**src/rtl/swac_pkg.sv**
```systemverilog
// Shared types, codes and defaults for the sweep waveform column renderer.
// Used by every module in rtl/; depends on nothing.
package swac_pkg;

    localparam int LIMIT_ENTRIES_DEF = 8;
    localparam int FRAME_SAMPLES_DEF = 50;

    // Divider runs one quotient bit per cycle, MSB first.
    localparam int DIV_BITS = 11;
    localparam int DIV_BIT_W = 4;

    localparam logic [1:0] OP_SAMPLE = 2'd0;
    localparam logic [1:0] OP_TICK   = 2'd1;
    localparam logic [1:0] OP_LIMIT  = 2'd2;

    localparam logic [1:0] DRAW_ERASE  = 2'd0;
    localparam logic [1:0] DRAW_DIM    = 2'd1;
    localparam logic [1:0] DRAW_BRIGHT = 2'd2;
    localparam logic [1:0] DRAW_CLEAR  = 2'd3;

    localparam logic [1:0] MODE_FLOOR = 2'd0;
    localparam logic [1:0] MODE_ZERO  = 2'd1;
    localparam logic [1:0] MODE_SYM   = 2'd2;

    localparam logic [2:0] REG_ORIGIN_X    = 3'd0;
    localparam logic [2:0] REG_ORIGIN_Y    = 3'd1;
    localparam logic [2:0] REG_PLOT_HEIGHT = 3'd2;
    localparam logic [2:0] REG_SWEEP_WIDTH = 3'd3;
    localparam logic [2:0] REG_RANGE_MODE  = 3'd4;
    localparam logic [2:0] REG_NEG_FLOOR   = 3'd5;
    localparam logic [2:0] REG_LIMIT_COUNT = 3'd6;

    // Divider operand selects, in run order.
    localparam logic [1:0] SEL_MOD    = 2'd0;
    localparam logic [1:0] SEL_NEGPIX = 2'd1;
    localparam logic [1:0] SEL_MAXPIX = 2'd2;
    localparam logic [1:0] SEL_MINPIX = 2'd3;

    typedef struct packed {
        logic [1:0]         opcode;
        logic signed [15:0] sample_value;
        logic [2:0]         limit_index;
        logic [14:0]        limit_value;
    } in_item_t;

    typedef struct packed {
        logic [1:0]         draw_kind;
        logic signed [11:0] x_start;
        logic signed [15:0] y_start;
        logic signed [11:0] x_end;
        logic signed [15:0] y_end;
        logic               last;
    } out_item_t;

    typedef struct packed {
        logic                 accept;
        logic                 div_load;
        logic                 div_step;
        logic                 div_store;
        logic [1:0]           div_sel;
        logic [DIV_BIT_W-1:0] div_bit;
        logic                 walk_init;
        logic                 walk_step;
        logic                 range_update;
        logic                 out_load;
        logic [1:0]           emit_idx;
    } swac_cmd_t;

    typedef struct packed {
        logic       is_tick;
        logic       sweep_end;
        logic       walk_done;
        logic [1:0] last_idx;
    } swac_status_t;

endpackage

```
**src/rtl/swac_datapath.sv**
```systemverilog
// Datapath: config registers, frame/sweep state, limit table, shared
// restoring divider and result register. Depends on swac_pkg.
module swac_datapath
    import swac_pkg::*;
#(
    parameter int LIMIT_ENTRIES = LIMIT_ENTRIES_DEF,
    parameter int FRAME_SAMPLES = FRAME_SAMPLES_DEF
)
(
    input  logic         clk,
    input  logic         rst_n,
    input  in_item_t     in_data,
    input  logic         cfg_valid,
    input  logic [2:0]   cfg_index,
    input  logic [15:0]  cfg_data,
    input  swac_cmd_t    cmd,
    output swac_status_t status,
    output out_item_t    out_data
);

    localparam int LIDX_W = (LIMIT_ENTRIES > 1) ? $clog2(LIMIT_ENTRIES) : 1;

    logic [9:0]         origin_x_reg, origin_y_reg, plot_height_reg;
    logic [10:0]        sweep_width_reg;
    logic [1:0]         range_mode_reg;
    logic signed [15:0] neg_floor_reg;
    logic [3:0]         limit_count_reg;

    logic signed [15:0] frame_max_reg, frame_min_reg, sweep_max_reg, sweep_min_reg;
    logic [5:0]         frame_count_reg;
    logic [9:0]         column_reg;
    logic signed [15:0] range_top_reg, range_bottom_reg;
    logic [14:0]        limit_table [LIMIT_ENTRIES];

    logic signed [15:0] cmax_reg, cmin_reg;
    logic [10:0]        col_inc_reg;
    logic [11:0]        xc_reg, xe_reg;
    logic               sweep_end_reg, changed_reg;
    logic [26:0]        rem_reg;
    logic [16:0]        den_reg;
    logic               qneg_reg;
    logic [DIV_BITS-1:0] q_reg;
    logic signed [11:0] negpix_reg, maxpix_reg, minpix_reg;
    logic [LIDX_W-1:0]  walk_idx_reg;
    logic [14:0]        chosen_reg;
    out_item_t          out_reg;

    // tick entry values
    logic signed [15:0] cmax, cmin, cmax_c, cmin_c, cmax_k, cmin_k;
    logic [10:0]        width_eff;
    logic [16:0]        top_abs, bot_abs, sum;
    logic [16:0]        cmax_abs, cmin_abs;
    logic [26:0]        div_num;
    logic [16:0]        div_den;
    logic               div_neg;
    logic [27:0]        shifted;
    logic [11:0]        q_signed;
    logic [4:0]         cnt_eff;
    logic [14:0]        entry;
    logic signed [17:0] peak;
    logic [16:0]        smax_abs, smin_abs;
    logic signed [15:0] zero, y_min, y_max;
    logic [LIDX_W+2:0]  wr_idx_ext;
    out_item_t          item;

    always_comb
    begin
        cmax = (frame_count_reg != 6'd0) ? frame_max_reg : 16'sd0;
        cmin = (frame_count_reg != 6'd0) ? frame_min_reg : 16'sd0;
        cmax_c = (cmax > range_top_reg) ? range_top_reg : cmax;
        cmin_c = (cmin > range_top_reg) ? range_top_reg : cmin;
        cmax_k = (cmax_c < range_bottom_reg) ? range_bottom_reg : cmax_c;
        cmin_k = (cmin_c < range_bottom_reg) ? range_bottom_reg : cmin_c;
        if (sweep_width_reg == 11'd0)
            width_eff = 11'd1;
        else if (sweep_width_reg > 11'd1024)
            width_eff = 11'd1024;
        else
            width_eff = sweep_width_reg;
    end

    assign top_abs  = range_top_reg[15] ? 17'(-{range_top_reg[15], range_top_reg})
                                        : {1'b0, range_top_reg};
    assign bot_abs  = range_bottom_reg[15]
                      ? 17'(-{range_bottom_reg[15], range_bottom_reg})
                      : {1'b0, range_bottom_reg};
    assign sum      = top_abs + bot_abs;
    assign cmax_abs = cmax_reg[15] ? 17'(-{cmax_reg[15], cmax_reg}) : {1'b0, cmax_reg};
    assign cmin_abs = cmin_reg[15] ? 17'(-{cmin_reg[15], cmin_reg}) : {1'b0, cmin_reg};

    always_comb
    begin
        case (cmd.div_sel)
            SEL_MOD:
            begin
                div_num = {16'd0, col_inc_reg};
                div_den = {6'd0, width_eff};
                div_neg = 1'b0;
            end
            SEL_NEGPIX:
            begin
                div_num = 27'(plot_height_reg * bot_abs);
                div_den = sum;
                div_neg = 1'b0;
            end
            SEL_MAXPIX:
            begin
                div_num = 27'(plot_height_reg * cmax_abs);
                div_den = sum;
                div_neg = cmax_reg[15];
            end
            default:
            begin
                div_num = 27'(plot_height_reg * cmin_abs);
                div_den = sum;
                div_neg = cmin_reg[15];
            end
        endcase
    end

    assign shifted  = {11'd0, den_reg} << cmd.div_bit;
    assign q_signed = (sum == 17'd0) ? 12'sd0
                      : (qneg_reg ? 12'(-{1'b0, q_reg}) : {1'b0, q_reg});

    // limit walk
    assign cnt_eff  = (32'(limit_count_reg) > LIMIT_ENTRIES) ? 5'(LIMIT_ENTRIES)
                                                             : {1'b0, limit_count_reg};
    assign entry    = limit_table[walk_idx_reg];
    assign smax_abs = sweep_max_reg[15] ? 17'(-{sweep_max_reg[15], sweep_max_reg})
                                        : {1'b0, sweep_max_reg};
    assign smin_abs = sweep_min_reg[15] ? 17'(-{sweep_min_reg[15], sweep_min_reg})
                                        : {1'b0, sweep_min_reg};

    always_comb
    begin
        if (range_mode_reg == MODE_SYM)
            peak = (smax_abs > smin_abs) ? $signed({1'b0, smax_abs})
                                         : $signed({1'b0, smin_abs});
        else
            peak = 18'(sweep_max_reg);
    end

    assign status.is_tick   = (in_data.opcode == OP_TICK);
    assign status.sweep_end = sweep_end_reg;
    assign status.walk_done = (cnt_eff == 5'd0) || (peak < $signed({3'd0, entry}))
                              || (5'(walk_idx_reg) + 5'd1 == cnt_eff);
    assign status.last_idx  = (sweep_end_reg && changed_reg) ? 2'd3 : 2'd2;

    assign wr_idx_ext = {{LIDX_W{1'b0}}, in_data.limit_index};

    // result assembly
    assign zero  = 16'(origin_y_reg) + 16'(plot_height_reg) - 16'(negpix_reg);
    assign y_min = zero - 16'(minpix_reg);
    assign y_max = zero - 16'(maxpix_reg);

    always_comb
    begin
        item = '0;
        case (cmd.emit_idx)
            2'd0:
            begin
                item.draw_kind = DRAW_ERASE;
                item.x_start   = xe_reg;
                item.y_start   = 16'(origin_y_reg);
                item.x_end     = xe_reg;
                item.y_end     = 16'(origin_y_reg) + 16'(plot_height_reg);
                item.last      = 1'b0;
            end
            2'd1:
            begin
                item.draw_kind = DRAW_DIM;
                item.x_start   = xc_reg;
                item.y_start   = zero;
                item.x_end     = xc_reg;
                item.y_end     = y_min;
                item.last      = 1'b0;
            end
            2'd2:
            begin
                item.draw_kind = DRAW_BRIGHT;
                item.x_start   = xc_reg;
                item.y_start   = y_min;
                item.x_end     = xc_reg;
                item.y_end     = y_max;
                item.last      = !(sweep_end_reg && changed_reg);
            end
            default:
            begin
                item.draw_kind = DRAW_CLEAR;
                item.x_start   = 12'(origin_x_reg) - 12'd1;
                item.y_start   = 16'(origin_y_reg) - 16'd1;
                item.x_end     = 12'(origin_x_reg) + 12'(sweep_width_reg);
                item.y_end     = 16'(origin_y_reg) + 16'(plot_height_reg);
                item.last      = 1'b1;
            end
        endcase
    end

    assign out_data = out_reg;

    // config registers and architectural state
    always_ff @(posedge clk or negedge rst_n)
    begin
        if (!rst_n)
        begin
            origin_x_reg     <= '0;
            origin_y_reg     <= '0;
            plot_height_reg  <= 10'd100;
            sweep_width_reg  <= 11'd100;
            range_mode_reg   <= MODE_ZERO;
            neg_floor_reg    <= -16'sd200;
            limit_count_reg  <= 4'd1;
            frame_max_reg    <= '0;
            frame_min_reg    <= '0;
            frame_count_reg  <= '0;
            sweep_max_reg    <= '0;
            sweep_min_reg    <= '0;
            column_reg       <= '0;
            range_top_reg    <= '0;
            range_bottom_reg <= '0;
            sweep_end_reg    <= 1'b0;
            changed_reg      <= 1'b0;
        end
        else
        begin
            if (cfg_valid)
            begin
                case (cfg_index)
                    REG_ORIGIN_X:    origin_x_reg    <= cfg_data[9:0];
                    REG_ORIGIN_Y:    origin_y_reg    <= cfg_data[9:0];
                    REG_PLOT_HEIGHT: plot_height_reg <= cfg_data[9:0];
                    REG_SWEEP_WIDTH: sweep_width_reg <= cfg_data[10:0];
                    REG_RANGE_MODE:  range_mode_reg  <= cfg_data[1:0];
                    REG_NEG_FLOOR:   neg_floor_reg   <= cfg_data;
                    REG_LIMIT_COUNT: limit_count_reg <= cfg_data[3:0];
                    default: ;
                endcase
            end
            if (cmd.accept && in_data.opcode == OP_SAMPLE
                && 32'(frame_count_reg) < FRAME_SAMPLES)
            begin
                if (frame_count_reg == 6'd0)
                begin
                    frame_max_reg <= in_data.sample_value;
                    frame_min_reg <= in_data.sample_value;
                end
                else
                begin
                    if (in_data.sample_value > frame_max_reg)
                        frame_max_reg <= in_data.sample_value;
                    if (in_data.sample_value < frame_min_reg)
                        frame_min_reg <= in_data.sample_value;
                end
                frame_count_reg <= frame_count_reg + 6'd1;
            end
            if (cmd.accept && in_data.opcode == OP_TICK)
            begin
                frame_count_reg <= '0;
                frame_max_reg   <= '0;
                frame_min_reg   <= '0;
                if (cmax > sweep_max_reg)
                    sweep_max_reg <= cmax;
                if (cmin < sweep_min_reg)
                    sweep_min_reg <= cmin;
                changed_reg <= 1'b0;
                if (11'(column_reg) + 11'd1 < width_eff)
                begin
                    column_reg    <= column_reg + 10'd1;
                    sweep_end_reg <= 1'b0;
                end
                else
                begin
                    column_reg    <= '0;
                    sweep_end_reg <= 1'b1;
                end
            end
            if (cmd.range_update)
            begin
                changed_reg   <= ({1'b0, chosen_reg} != range_top_reg);
                sweep_max_reg <= '0;
                sweep_min_reg <= '0;
                case (range_mode_reg)
                    MODE_FLOOR:
                    begin
                        range_bottom_reg <= neg_floor_reg;
                        range_top_reg    <= {1'b0, chosen_reg};
                    end
                    MODE_ZERO:
                    begin
                        range_bottom_reg <= '0;
                        range_top_reg    <= {1'b0, chosen_reg};
                    end
                    MODE_SYM:
                    begin
                        range_bottom_reg <= -$signed({1'b0, chosen_reg});
                        range_top_reg    <= {1'b0, chosen_reg};
                    end
                    default: ;
                endcase
            end
        end
    end

    // limit table: plain storage, no reset
    always_ff @(posedge clk)
    begin
        if (cmd.accept && in_data.opcode == OP_LIMIT
            && 32'(in_data.limit_index) < LIMIT_ENTRIES)
            limit_table[wr_idx_ext[LIDX_W-1:0]] <= in_data.limit_value;
    end

    // working registers of one tick
    always_ff @(posedge clk)
    begin
        if (cmd.accept && in_data.opcode == OP_TICK)
        begin
            cmax_reg    <= cmax_k;
            cmin_reg    <= cmin_k;
            col_inc_reg <= 11'(column_reg) + 11'd1;
            xc_reg      <= 12'(origin_x_reg) + 12'(column_reg);
        end
        if (cmd.div_load)
        begin
            rem_reg  <= div_num;
            den_reg  <= div_den;
            qneg_reg <= div_neg;
            q_reg    <= '0;
        end
        if (cmd.div_step && {1'b0, rem_reg} >= shifted)
        begin
            rem_reg <= rem_reg - shifted[26:0];
            q_reg[cmd.div_bit] <= 1'b1;
        end
        if (cmd.div_store)
        begin
            case (cmd.div_sel)
                SEL_MOD:    xe_reg     <= 12'(origin_x_reg) + 12'(rem_reg[10:0]);
                SEL_NEGPIX: negpix_reg <= q_signed;
                SEL_MAXPIX: maxpix_reg <= q_signed;
                default:    minpix_reg <= q_signed;
            endcase
        end
        if (cmd.walk_init)
        begin
            walk_idx_reg <= '0;
            chosen_reg   <= '0;
        end
        if (cmd.walk_step)
        begin
            if (cnt_eff != 5'd0)
                chosen_reg <= entry;
            walk_idx_reg <= walk_idx_reg + 1'b1;
        end
        if (cmd.out_load)
            out_reg <= item;
    end

endmodule

```
**src/rtl/swac_ctrl.sv**
```systemverilog
// Controller: one-hot sequencer for tick processing and result delivery.
// Depends on swac_pkg.
module swac_ctrl
    import swac_pkg::*;
(
    input  logic         clk,
    input  logic         rst_n,
    input  logic         in_valid,
    output logic         in_stall,
    output logic         out_valid,
    input  logic         out_stall,
    input  swac_status_t status,
    output swac_cmd_t    cmd
);

    typedef enum logic [6:0] {
        ST_IDLE      = 7'b0000001,
        ST_DIV_LOAD  = 7'b0000010,
        ST_DIV_ITER  = 7'b0000100,
        ST_DIV_STORE = 7'b0001000,
        ST_WALK      = 7'b0010000,
        ST_UPDATE    = 7'b0100000,
        ST_EMIT      = 7'b1000000
    } state_t;

    state_t               state_reg, state_next;
    logic [1:0]           sel_reg, sel_next;
    logic [DIV_BIT_W-1:0] bit_reg, bit_next;
    logic [1:0]           emit_reg, emit_next;
    logic                 out_valid_reg, out_valid_next;
    logic                 can_load;

    assign in_stall  = (state_reg != ST_IDLE);
    assign out_valid = out_valid_reg;
    assign can_load  = !out_valid_reg || !out_stall;

    always_comb
    begin
        state_next     = state_reg;
        sel_next       = sel_reg;
        bit_next       = bit_reg;
        emit_next      = emit_reg;
        out_valid_next = out_valid_reg && out_stall;
        cmd            = '0;
        cmd.div_sel    = sel_reg;
        cmd.div_bit    = bit_reg;
        cmd.emit_idx   = emit_reg;
        case (state_reg)
            ST_IDLE:
            begin
                cmd.accept = in_valid;
                if (in_valid && status.is_tick)
                begin
                    sel_next   = SEL_MOD;
                    state_next = ST_DIV_LOAD;
                end
            end
            ST_DIV_LOAD:
            begin
                cmd.div_load = 1'b1;
                bit_next     = DIV_BIT_W'(DIV_BITS - 1);
                state_next   = ST_DIV_ITER;
            end
            ST_DIV_ITER:
            begin
                cmd.div_step = 1'b1;
                bit_next     = bit_reg - 1'b1;
                if (bit_reg == '0)
                    state_next = ST_DIV_STORE;
            end
            ST_DIV_STORE:
            begin
                cmd.div_store = 1'b1;
                sel_next      = sel_reg + 2'd1;
                emit_next     = 2'd0;
                if (sel_reg != SEL_MINPIX)
                    state_next = ST_DIV_LOAD;
                else if (status.sweep_end)
                begin
                    cmd.walk_init = 1'b1;
                    state_next    = ST_WALK;
                end
                else
                    state_next = ST_EMIT;
            end
            ST_WALK:
            begin
                cmd.walk_step = 1'b1;
                if (status.walk_done)
                    state_next = ST_UPDATE;
            end
            ST_UPDATE:
            begin
                cmd.range_update = 1'b1;
                state_next       = ST_EMIT;
            end
            ST_EMIT:
            begin
                if (can_load)
                begin
                    cmd.out_load   = 1'b1;
                    out_valid_next = 1'b1;
                    emit_next      = emit_reg + 2'd1;
                    if (emit_reg == status.last_idx)
                        state_next = ST_IDLE;
                end
            end
            default:
                state_next = ST_IDLE;
        endcase
    end

    always_ff @(posedge clk or negedge rst_n)
    begin
        if (!rst_n)
        begin
            state_reg     <= ST_IDLE;
            sel_reg       <= '0;
            bit_reg       <= '0;
            emit_reg      <= '0;
            out_valid_reg <= 1'b0;
        end
        else
        begin
            state_reg     <= state_next;
            sel_reg       <= sel_next;
            bit_reg       <= bit_next;
            emit_reg      <= emit_next;
            out_valid_reg <= out_valid_next;
        end
    end

endmodule

```
**src/rtl/sweep_waveform_column_autorange.sv**
```systemverilog
// Top level of the sweep waveform column renderer with per-sweep autoscale.
// Depends on swac_pkg, swac_ctrl and swac_datapath.
//
// Usage:
//   Input channel (in_valid / in_stall / in_data) carries one item per
//   transfer: a sample (updates frame min/max, no result), a limit load
//   (writes one autoscale table entry, no result) or a frame tick.
//   in_stall stays low for samples and limit loads.
//   A tick raises in_stall while it works: four passes of the shared
//   restoring divider (column wrap, zero line, max and min pixel), each
//   a load, one step per quotient bit and a store, plus at a sweep end
//   a walk of the limit table and a range update.
//   The tick then delivers three draw commands (erase, dim, bright) and a
//   clear rectangle when the range changed, one per cycle through the
//   output register unless it is stalled; the last one carries last = 1.
//   Output channel (out_valid / out_stall / out_data) holds a stalled result
//   unchanged; a stall only delays delivery and the next input is taken
//   once the final result of the tick sits in the output register.
//   Config channel (cfg_valid / cfg_ready / cfg_index / cfg_data) is always
//   ready; write only while the block is idle.
//   Reset (rst_n low, asynchronous) restores register defaults, clears
//   frame and sweep state, sets the range to zero and empties the output.
//   Limit entries hold nothing valid until loaded.
module sweep_waveform_column_autorange
    import swac_pkg::*;
#(
    parameter int LIMIT_ENTRIES = LIMIT_ENTRIES_DEF,
    parameter int FRAME_SAMPLES = FRAME_SAMPLES_DEF
)
(
    input  logic        clk,
    input  logic        rst_n,
    input  logic        in_valid,
    output logic        in_stall,
    input  in_item_t    in_data,
    output logic        out_valid,
    input  logic        out_stall,
    output out_item_t   out_data,
    input  logic        cfg_valid,
    output logic        cfg_ready,
    input  logic [2:0]  cfg_index,
    input  logic [15:0] cfg_data
);

    swac_cmd_t    cmd;
    swac_status_t status;

    // Config writes go straight into the config registers, so the port never pushes back.
    assign cfg_ready = 1'b1;

    swac_ctrl u_ctrl (
        .clk       (clk),
        .rst_n     (rst_n),
        .in_valid  (in_valid),
        .in_stall  (in_stall),
        .out_valid (out_valid),
        .out_stall (out_stall),
        .status    (status),
        .cmd       (cmd)
    );

    swac_datapath #(
        .LIMIT_ENTRIES (LIMIT_ENTRIES),
        .FRAME_SAMPLES (FRAME_SAMPLES)
    ) u_datapath (
        .clk       (clk),
        .rst_n     (rst_n),
        .in_data   (in_data),
        .cfg_valid (cfg_valid && cfg_ready),
        .cfg_index (cfg_index),
        .cfg_data  (cfg_data),
        .cmd       (cmd),
        .status    (status),
        .out_data  (out_data)
    );

endmodule

```
**config.mk**
```make
export PLATFORM = sky130hd
export DESIGN_NAME = sweep_waveform_column_autorange
export DESIGN_NICKNAME = d
export VERILOG_FILES = /design/src/rtl/swac_pkg.sv /design/src/rtl/swac_datapath.sv /design/src/rtl/swac_ctrl.sv /design/src/rtl/sweep_waveform_column_autorange.sv
export SDC_FILE = /design/constraint.sdc
export NUM_CORES = 2
export LEC_CHECK = 0
export BUFFER_PORTS_ARGS = -buffer_cell sky130_fd_sc_hd__buf_4
export CORE_ASPECT_RATIO = 2
export CORE_UTILIZATION = 55
export CTS_BUF_LIST = sky130_fd_sc_hd__clkbuf_4 sky130_fd_sc_hd__clkbuf_8
export DETAILED_ROUTE_END_ITERATION = 7
export MAX_ROUTING_LAYER = met4
export PLACE_DENSITY = 0.71
export SYNTH_ARGS = -nofsm -noshare
export SYNTH_HDL_FRONTEND = slang
export SYNTH_SLANG_ARGS = --single-unit
```
**constraint.sdc**
```tcl
create_clock -name clk -period 9.4 [get_ports clk]
set_clock_uncertainty 0.15 [all_clocks]
set_input_delay 1.41 -clock clk [delete_from_list [all_inputs] [get_ports clk]]
set_output_delay 1.41 -clock clk [all_outputs]
set_load 0.005 [all_outputs]
```
==> flow_metrics.tcl <==
set metrics [dict create \
    ff_latch_area_um2 15300 \
    cts_resized 0 \
    core_area_um2 91700 \
    drcViolationCount 0 \
    wl_mm 160 \
    n_fill_cell 7867 \
    post_drt_wl_per_cell_um 24.0 \
    syn_area_um2 51100 \
    cts-root-buf "clkbuf_8" \
    grt_pass1_vias 42400 \
    crit_fanout 12 \
    die_area_um2 94300 \
    stdcell_area_um2 55500 \
    io_pins 122 \
    hold_buffers 0 \
    max-cap-violations 0 \
    syn_inst 5318 \
    setup_violations 0 \
    rsz0062_at_grt "no" \
    dp_hpwl_mm 125 \
    core.rowCount 157 \
    grt_pass1_wl_mm 243 \
    finalMaxSlewViolations 0 \
    timing.final.crit_share_pct 87.2 \
    nets 6354 \
    clkSinkCount 550 \
    avgSynthCellArea_um2 9.61 \
    first_pass_iters 6 \
    post_cts_buffers 0 \
    yosysWarnings 0 \
    async_flop_share_pct 34.9 \
    grt_max_degree 133 \
    fin_setup_tns_ps 0 \
    synthDistinctLibCells 95 \
    critPathArrivalTime_ps 8530 \
    cp-start-kind "register" \
    cp.required_ps 9740 \
    synth_enable_flop_cells 329 \
    cts-htree-levels 3 \
    initial_core_util_pct 55.7 \
    clock_path_buffers 3 \
    ys.flop_type "edfxtp_1" \
    via_per_inst 6.06 \
    cts_tree "built" \
    yosysSeqAreaShare_pct 29.9 \
    clkTransAtPathRegs_ps 70 \
    drive_gt1_share_pct 9.64 \
    drt-initial-drc-count 2309 \
    hold_path.class "reg2reg" \
    placed_area_um2 53600 \
    cts_made_buffers 82 \
    crit_type "reg2reg" \
    maxSlewHeadroom_pct 13.8 \
    ant_nets 0 \
    grtUsageTotal_pct 35.9 \
    die_y_um 433 \
    ys_seq_elements 550 \
    postLayoutCoreUtil_pct 60.5 \
    largest_reg_flops 120 \
    status "finished clean" \
    hold_viol 0 \
    area_growth_pct 8.47 \
    tightest_slew_ps 1290 \
    grt.overflow.total 0 \
    multiInputGateArea_um2 33000 \
    fin_crit_ps 8200 \
    vias 40500 \
    clk_latency_ps 800 \
    gp_congestion 1.07 \
    fmaxAchievable_ghz 0.122 \
    die_w_um 218 \
    antenna_found_initial 4 \
    endpoint_kind "register" \
    portBuffers 120 \
]
==> final cells by class <==
type / count / area share (%)
diodes: 4 / 0.0180
flip-flops and latches: 550 / 27.6
well taps: 1192 / 2.69
multi-input cells: 3982 / 59.4
clock inverters: 49 / 1.00
inverters: 611 / 4.14
clock buffers: 100 / 2.32
repair buffers: 205 / 2.81
==> synthesized netlist by cell type (65+ instances only) <==
cell type / n / area [um2]
nand2_1: 611 / 2290
inv_1: 601 / 2260
ha_1: 499 / 6240
fa_1: 363 / 7270
edfxtp_1: 329 / 9880
a21oi_1: 281 / 1410
o21ai_0: 264 / 1320
and2_1: 246 / 1540
nor2_1: 239 / 897
xnor2_1: 217 / 1900
clkbuf_1: 188 / 706
dfrtp_1: 172 / 4300
a21o_1: 102 / 766
nand3_1: 96 / 480
mux2i_1: 85 / 851
mux2_2: 74 / 833
xor2_1: 71 / 622
o21ai_1: 65 / 325
==> critical path, stage by stage (launching register included) <==
cell	delay [ps]
edfxtp_1	620
inv_1	300
ha_1	290
nand2_1	110
o31a_1	280
xor2_1	680
nand2_1	160
fa_1	510
inv_1	50
fa_1	530
fa_1	440
fa_1	550
inv_1	50
fa_1	530
inv_1	40
ha_1	370
a21oi_1	160
a21boi_0	130
a21oi_1	150
o311ai_1	170
a31oi_1	330
o21ai_1	180
a311oi_1	350
xnor2_1	110
a2111oi_0	540
o22ai_1	160
==> per-layer routing <==
metal / GRT usage (%) / vias up / routed length [um]
met4: 33.8 / 0 / 18000
li1: - / 18500 / -
met1: 32.8 / 19800 / 50700
met2: 62.7 / 1478 / 83200
met5: - / - / 0
met3: 5.72 / 712 / 8540
==> cell usage in the layout, fill, tap and decap left out, types with 102 or more instances in the layout <==
cell type,count
a21oi_1,280
nor2_1,232
nand2_1,611
buf_4,203
edfxtp_1,329
a21o_1,102
and2_1,246
fa_1,363
o21ai_0,264
inv_1,601
dfrtp_1,168
xnor2_1,217
ha_1,498
==> logic make-up after synthesis <==
| kind of cell | synth area share [%] |
|---|---|
| muxes | 5.34 |
| other | 0.0147 |
| AOI/OAI and AO/OA | 12.8 |
| adders and majority gates | 26.4 |
| buffers and inverters | 6.05 |
| DFF | 29.9 |
| and+or+nand+nor | 14.4 |
| xor gates and xnor gates | 5.02 |
==> worst paths after layout <==
| path | start | to | slack, ps | depth (start not counted) |
|---|---|---|---|---|
| max | u_datapath.cmax_reg[0] | u_datapath.rem_reg[25] | 1200 | 25 |
| min | u_datapath.q_reg[6] | u_datapath.q_reg[6] | 370 | 2 |
| max reg2reg | u_datapath.cmax_reg[0] | u_datapath.rem_reg[25] | 1200 | 25 |
| min reg2reg | u_datapath.q_reg[6] | u_datapath.q_reg[6] | 370 | 2 |
| max in group asynchronous | rst_n | u_datapath.plot_height_reg[3] | 7360 | 2 |
| min in group asynchronous | rst_n | u_datapath.frame_max_reg[9] | 450 | 1 |
==> per-stage QoR <==
stage | cells | hold slack, ps | setup WS (ps)
6_report | 6693 | 368 | 1200
5_1_grt | 6692 | 398 | 756
4_1_cts | 6689 | 367 | 1280
3_5_place_dp | 6540 | 358 | 1330
3_3_place_gp | 6540 | 337 | 1280
2_1_floorplan | 5349 | 319 | 2050
Power is not shown: default switching activity piles up to over one toggle a cycle in this logic, so the estimate is an artifact.
